**config.mk**
```make
export PLATFORM = sky130hd
export DESIGN_NAME = pkfs_ram
export DESIGN_NICKNAME = d
export VERILOG_FILES = /design/src/pkfs_ram.sv
export SDC_FILE = /design/constraint.sdc
export NUM_CORES = 1
export LEC_CHECK = 0
export BUFFER_PORTS_ARGS = -buffer_cell sky130_fd_sc_hd__buf_2
export CAP_MARGIN = 20
export CELL_PAD_IN_SITES_DETAIL_PLACEMENT = 1
export CELL_PAD_IN_SITES_GLOBAL_PLACEMENT = 1
export CORE_ASPECT_RATIO = 0.6
export CORE_MARGIN = 3
export CORE_UTILIZATION = 50
export CTS_BUF_LIST = sky130_fd_sc_hd__clkbuf_4 sky130_fd_sc_hd__clkbuf_8
export DETAILED_ROUTE_END_ITERATION = 7
export PLACE_DENSITY_LB_ADDON = 0.1
export SLEW_MARGIN = 5
export SYNTH_ARGS = -nofsm -noshare
export SYNTH_HDL_FRONTEND = slang
export SYNTH_SLANG_ARGS = --single-unit
```
**constraint.sdc**
```tcl
create_clock -name clock -period 1.6 [get_ports clock]
set_clock_uncertainty 0.15 [all_clocks]
set_input_delay 0 -clock clock [delete_from_list [all_inputs] [get_ports clock]]
set_output_delay 0 -clock clock [all_outputs]
set_load 0.02 [all_outputs]
```
**src/pkfs_ram.sv**
```systemverilog
// Generic simple dual-port RAM with one write port and a registered read port.
`timescale 1ns / 1ps
`default_nettype none

module pkfs_ram #(
   parameter int WIDTH = 8,
   parameter int DEPTH = 16
) (
   input  wire logic                     clock,
   input  wire logic                     wr_en,
   input  wire logic [$clog2(DEPTH)-1:0] wr_addr,
   input  wire logic [WIDTH-1:0]         wr_data,
   input  wire logic [$clog2(DEPTH)-1:0] rd_addr,
   output logic [WIDTH-1:0]              rd_data
);

   logic [WIDTH-1:0] mem_ff [DEPTH];
   logic [WIDTH-1:0] rd_data_ff;

   always_ff @(posedge clock) begin
      if (wr_en) begin
         mem_ff[wr_addr] <= wr_data;
      end
      rd_data_ff <= mem_ff[rd_addr];
   end

   assign rd_data = rd_data_ff;

endmodule

`default_nettype wire

```
==> metrics.cfg, run 1 <==
[finish]
final_util_pct = 63.4
finish.net_count = 313
layout-drive-gt1-share_pct = 31.3
most_frequent_cells_in_the_layout = sky130_fd_sc_hd__edfxtp_1 (128), sky130_fd_sc_hd__buf_2 (25), sky130_fd_sc_hd__mux4_2 (18)
areaGrowthSynthToFinish_pct = 18.2
insertedDiodeCount = 0
most_common_cell_after_layout_fill_and_taps_aside = sky130_fd_sc_hd__edfxtp_1

[sta]
slew_headroom_pct = 45.8
final.setup.tns_ps = 0
setup_repair_after_global_routing_missed_its_margin = false
fmaxAchievable_ghz = 0.677
setup_violations = 0
finalMaxSlewViolations = 0
worst-slew-pin-transition_ps = 810
layout_worst_path_cycle_share_pct = 92.3
final_period_minus_worst_setup_slack_ps = 1480
finalHoldViolCount = 0

[logic_synthesis]
yosys_warnings = 0
post_synth_instance_area_um2 = 5150
netlist-cell-type-count = 19
synth_sequential_area_ratio_pct = 77.8
synth_nets = 247
mean_instance_size_in_the_synthesized_netlist_um2 = 22.5
ys_ff_latch = 136
synthesis.instances = 229

[drt]
detailedRoute.firstIterationViolations = 175
routedWlPerCell_um = 22.8
via_per_inst = 5.63
detailedRoute.firstPassIterationCount = 4
vias = 2459
wl_mm = 9.96
route.antenna.remaining_nets = 0
post-route-drc-count = 0

[worst_hold_path]
worst_hold_path_type = in2reg
worstHoldPathCells = 4

[cts]
cts.htree.levels = 4
clock_tree.root_cell = sky130_fd_sc_hd__clkbuf_8
cts_num_sinks = 136
cts_tree = done
cts.reportedPaths.clkPinSlew_ps = 70
max-clock-path-buffers = 2
cts_made_buffers = 17
clkLatencyLatePin_ps = 420
cts_resized = 0

[floorplanning]
io_pins = 26
initial_core_util_pct = 53.7
die_area_um2 = 11600
die_h_um = 84.6
core_region_area_um2 = 9590
rows = 27
fp.dieW_um = 137

[place]
numPortBuffers = 25
gp_congestion = 0.747
post-dp-hpwl_mm = 6.49

[worst_setup_path]
cp-end-kind = flop
critPathRequiredTime_ps = 1750
worst-setup-path-type = reg2reg
cp-startpoint = mem_ff[10][2]
timing.critical_path.to = rd_data[2]
worst_r2r_endpoint = rd_data[2]
startpoint_type = flop
register_to_register_path_depth = 3
maximum_fanout_count_along_the_critical_path = 1
r2r_start = mem_ff[10][2]
cp.arrival_ps = 1630
r2r_slack_ps = 120

[global_route]
grt_antenna_before_repair = 0
global_route_wire_length_before_repair_mm = 15.3
largest_net_degree_at_the_start_of_global_routing = 20
grt_pass1_vias = 2601
grt.overflow.total = 0
global_route.usage.total_pct = 18.8

[flow_run]
drv_cap = 0

[power]
power_density_nw_per_um2 = 1210
power.leakage_uw = 0.00207
max-vdd-ir-drop_uv = 550

[outcome]
run_status = completed

## critical path, cell delays in order, from the launching register on
cell,delay (ps)
sky130_fd_sc_hd__edfxtp_1,390
sky130_fd_sc_hd__mux4_1,510
sky130_fd_sc_hd__a22oi_1,250
sky130_fd_sc_hd__nand2_1,70
## metrics by stage
step	setup slack (ps)	cells	power [uW]	hold slack (ps)	instance area, um2
after detailed placement	67.9	394	4480	246	5540
after global placement	52.1	394	4470	235	5540
after global routing	75.3	437	7660	66.5	6080
final	124	437	7370	48.9	6080
after CTS	97.6	437	7440	8.85	6080
after floorplan	184	229	4310	-51.1	5150
## state kept, by name, summed over array words and instances, names as in the netlist
signal	cells
mem_ff	128
rd_data	8
## cells by family after synthesis
group / share of synthesized area, %
compound gates: 2.33
buf+inv: 1.68
flops: 77.8
mux: 15.0
simple gates: 3.18
## synth_stat cells (all sizes together)
master / number / area (um2)
mux4: 32 / 773
nor2b: 1 / 6.26
clkdlybuf4s25: 3 / 30.0
nor2: 13 / 48.8
and2b: 1 / 7.51
nor3: 4 / 20.0
or3b: 1 / 8.76
edfxtp: 128 / 3840
buf: 7 / 56.3
nand3b: 2 / 15.0
nand2: 9 / 33.8
nand2b: 2 / 12.5
nand3: 1 / 5.00
dfxtp: 8 / 160
and2: 1 / 6.26
a22oi: 16 / 120
## report_power, final
| group | switching (uW) | leakage, uW | internal [uW] |
|---|---|---|---|
| registers | 24.9 | 0.00122 | 3980 |
| clock network | 1250 | 0.000208 | 1700 |
| logic | 230 | 0.000641 | 184 |
## routing by layer
layer,up-vias,part of all wire [%],global-route usage (%)
met5,-,0,0
met4,0,0.20,5.43
met3,4,6.4,5.21
met2,72,47,27.3
met1,1282,47,28.4
li1,1101,-,-
## how the worst min path moves through the flow
stage / from / endpoint / slack, ps
2_1_floorplan: wr_data[0] / mem_ff[0][0] / -50
3_3_place_gp: wr_data[7] / mem_ff[6][7] / 240
3_5_place_dp: wr_data[7] / mem_ff[6][7] / 250
4_1_cts: rd_addr[3] / rd_data[5] / 9
5_1_grt: rd_addr[3] / rd_data[1] / 70
6_report: rd_addr[3] / rd_data[5] / 50
## final cells by class
type,instances,area [um2]
fillers,819,3510
flip-flops and latches,136,4000
well taps,130,163
repair buffers,57,433
clock inverters,13,180
multi-input cells,83,1060
clock buffers,18,241
## what timing repair did
| item | 4_1_cts | 5_1_grt |
|---|---|---|
| endpoints found under the hold margin | 155 | 0 |
| setup buffers | 0 | 0 |
| hold buffers | 12 | 0 |
No activity file was read; power rests on OpenSTA's default activity.
==> run 2: changes to the inputs <==
- ABC_AREA: unset -> 1
- CAP_MARGIN: 20 -> 10
- CORE_UTILIZATION: 50 -> 46
==> run 2 against run 1 <==
Non-clock buffer count up 5; cell count up 79%; maximum frequency up 6.7%; critical path depth up 3; sequential power about the same; utilization down 6.8 points; largest power group unchanged.
==> metrics.cfg, run 2 <==
[outcome]
run_status = completed

[worst_setup_path]
critPathRequiredTime_ps = 1600
cp_cell_sequence = dlygate4sd3_1 > buf_2 > nor2_1 > nand2_1 > nor2_1 > buf_4
cp.arrival_ps = 1380
worst-setup-path-type = in2reg
maximum_fanout_count_along_the_critical_path = 6
timing.critical_path.max_delay_family = buffers and inverters
worst_path_largest_cell_delay_ps = 530
timing.critical_path.buf_inv = 3
cp-end-kind = flop
startpoint_type = primary input
crit_slowest_cell = sky130_fd_sc_hd__dlygate4sd3_1
timing.critical_path.mode_cell = sky130_fd_sc_hd__nor2_1

[logic_synthesis]
synthDominantAreaCellType = sky130_fd_sc_hd__edfxtp_1
synthesis.instances = 551
post-synth-top-area-fraction_pct = 66.7
synthTopCellsByCount = sky130_fd_sc_hd__nand2_1 (173), sky130_fd_sc_hd__edfxtp_1 (128), sky130_fd_sc_hd__inv_1 (100)
synth_async_sr_flop_share_pct = 0
synth_top_cells_by_area = sky130_fd_sc_hd__edfxtp_1 (67%), sky130_fd_sc_hd__nand2_1 (11%), sky130_fd_sc_hd__nand3_1 (8.4%)
synth_flop_cell = sky130_fd_sc_hd__edfxtp_1
synth_enable_flop_cells = 128
netlist-cell-type-count = 12
post_synth_instance_area_um2 = 5770
yosys_warnings = 0
synth_sequential_area_ratio_pct = 69.4
mean_instance_size_in_the_synthesized_netlist_um2 = 10.5
ys_ff_latch = 136
synth_nets = 569
yosysMostFrequentCell = sky130_fd_sc_hd__nand2_1

[worst_hold_path]
worst_hold_path_type = in2reg

[sta]
final_period_minus_worst_setup_slack_ps = 1380
slew_headroom_pct = 72.2
setup_violations = 0
fmaxAchievable_ghz = 0.723
worst-slew-pin-transition_ps = 417
finalHoldViolCount = 0
setup_repair_after_global_routing_missed_its_margin = false
finalMaxSlewViolations = 0
final.setup.tns_ps = 0
layout_worst_path_cycle_share_pct = 86.5

[drt]
vias = 3903
detailedRoute.firstPassIterationCount = 4
detailedRoute.firstIterationViolations = 149
routedWlPerCell_um = 18.5
post-route-drc-count = 0
wl_mm = 14.5
via_per_inst = 4.99
route.antenna.remaining_nets = 0

[power]
power.clock.fraction_pct = 37.2
p_sw_share_pct = 23.1
seqPwrFrac_pct = 55.2
intPower_uw = 5580
power.leakage_uw = 0.00290
comb_power_share_pct = 7.6
p_switching_uw = 1670
max-vdd-ir-drop_uv = 509
power_density_nw_per_um2 = 1090

[finish]
fill_cells = 1290
top_register = mem_ff
layout-drive-gt1-share_pct = 12.6
areaGrowthSynthToFinish_pct = 15.3
finish.net_count = 626
seq_area_um2 = 4000
most_frequent_cells_in_the_layout = sky130_fd_sc_hd__nand2_1 (173), sky130_fd_sc_hd__edfxtp_1 (128), sky130_fd_sc_hd__inv_1 (100)
flip_flop_count_of_the_largest_register_after_layout = 128
most_common_cell_after_layout_fill_and_taps_aside = sky130_fd_sc_hd__nand2_1
final_util_pct = 56.6
multi_input_gate_area_um2 = 1210

[global_route]
largest_net_degree_at_the_start_of_global_routing = 65
global_route.usage.total_pct = 22.4
grt_antenna_before_repair = 1
grt.overflow.total = 0
grt_pass1_vias = 4093
global_route_wire_length_before_repair_mm = 23.0

[cts]
cts.htree.levels = 4
clkLatencyLatePin_ps = 440
max-clock-path-buffers = 2
cts_resized = 0
cts_made_buffers = 17
cts_tree = done
cts.reportedPaths.clkPinSlew_ps = 70
cts_num_sinks = 136
clock_tree.root_cell = sky130_fd_sc_hd__clkbuf_8
setup_bufs_post_cts = 0

[floorplanning]
initial_core_util_pct = 49.1
fp.dieW_um = 151
die_area_um2 = 14000
rows = 30
die_h_um = 92.7
core_region_area_um2 = 11700
io_pins = 26

[flow_run]
drv_cap = 0

[place]
post-dp-hpwl_mm = 9.00
numPortBuffers = 25
gp_congestion = 0.812

run 2: cell count changes in the layout (fill, tap and decap cells not counted), sizes merged, moves of 3 or more:
| cell | previous run | this run |
|---|---|---|
| nand3 | 1 | 97 |
| clkbuf | 18 | 21 |
| nor2 | 13 | 17 |
| a22oi | 16 | 0 |
| dlygate4sd3 | 12 | 15 |
| inv | 0 | 102 |
| mux4 | 32 | 0 |
| nand2 | 9 | 173 |
| nor3 | 4 | 0 |
run 2: logic make-up (layout without fill, tap and decap cells):
logic type | Yosys count | in the layout | share of synthesized area, %
buffers and inverters | 126 | 196 | 9.52
DFF | 136 | 136 | 69.4
and+or+nand+nor | 289 | 289 | 21.0
other | 0 | 1 | 0
run 2: power groups by stage:
stage               Clock (uW)  Combinational (uW)  Sequential [uW]
global route              2910                 617             4010
CTS                       2740                 558             4000
global placement             0                 509             4080
detailed placement           0                 525             4080
floorplan                    0                 281             4110
finish                    2690                 553             4000
run 2: timing repair:
item,4_1_cts,5_1_grt
hold buffers,15,0
endpoints found under the hold margin,138,0
setup endpoints to repair,0,0
run 2: tightest hold or removal path, cell delays in order:
cell,delay (ps)
sky130_fd_sc_hd__buf_2,100
sky130_fd_sc_hd__inv_2,40
sky130_fd_sc_hd__buf_12,160
sky130_fd_sc_hd__nand2_1,80
sky130_fd_sc_hd__nand3_1,60
sky130_fd_sc_hd__nand3_1,70
sky130_fd_sc_hd__nand2_1,60
run 2: per-stage QoR:
step           power [uW]  cell area, um2  cells  setup WS, ps  hold slack (ps)
4_1_cts              7300            6650    781           256             33.0
3_5_place_dp         4610            6130    734           317              242
5_1_grt              7540            6650    782           126             81.9
2_1_floorplan        4390            5770    551           499            -51.1
3_3_place_gp         4590            6130    734           363              242
6_report             7250            6650    782           217             61.9
run 2: path summary, 6_finish.rpt:
| path | startpoint | cells past startpoint | slack, ps | end |
|---|---|---|---|---|
| setup / recovery | wr_addr[2] | 6 | 220 | mem_ff[3][5] |
| hold reg to reg | mem_ff[12][1] | 6 | 540 | rd_data[1] |
| setup reg to reg | mem_ff[5][4] | 6 | 390 | rd_data[4] |
| hold / removal | rd_addr[1] | 7 | 60 | rd_data[1] |
run 2: area by class of cell:
| cell class | count | share of cell area, % |
|---|---|---|
| Antenna cell | 1 | 0.0376 |
| Clock buffer | 21 | 3.97 |
| Clock inverter | 11 | 1.60 |
| Inverter | 102 | 5.76 |
| Multi-Input combinational cell | 289 | 18.2 |
| Sequential cell | 136 | 60.2 |
| Tap cell | 160 | 3.01 |
| Timing Repair Buffer | 62 | 7.19 |
run 2: metal layers:
| metal | track usage (%) | part of all wire [%] | up-vias |
|---|---|---|---|
| met3 | 5.04 | 3.8 | 9 |
| met5 | 0 | 0 | - |
| met2 | 34.2 | 45 | 57 |
| met4 | 5.71 | 0.65 | 0 |
| li1 | - | - | 1882 |
| met1 | 32.6 | 50 | 1955 |
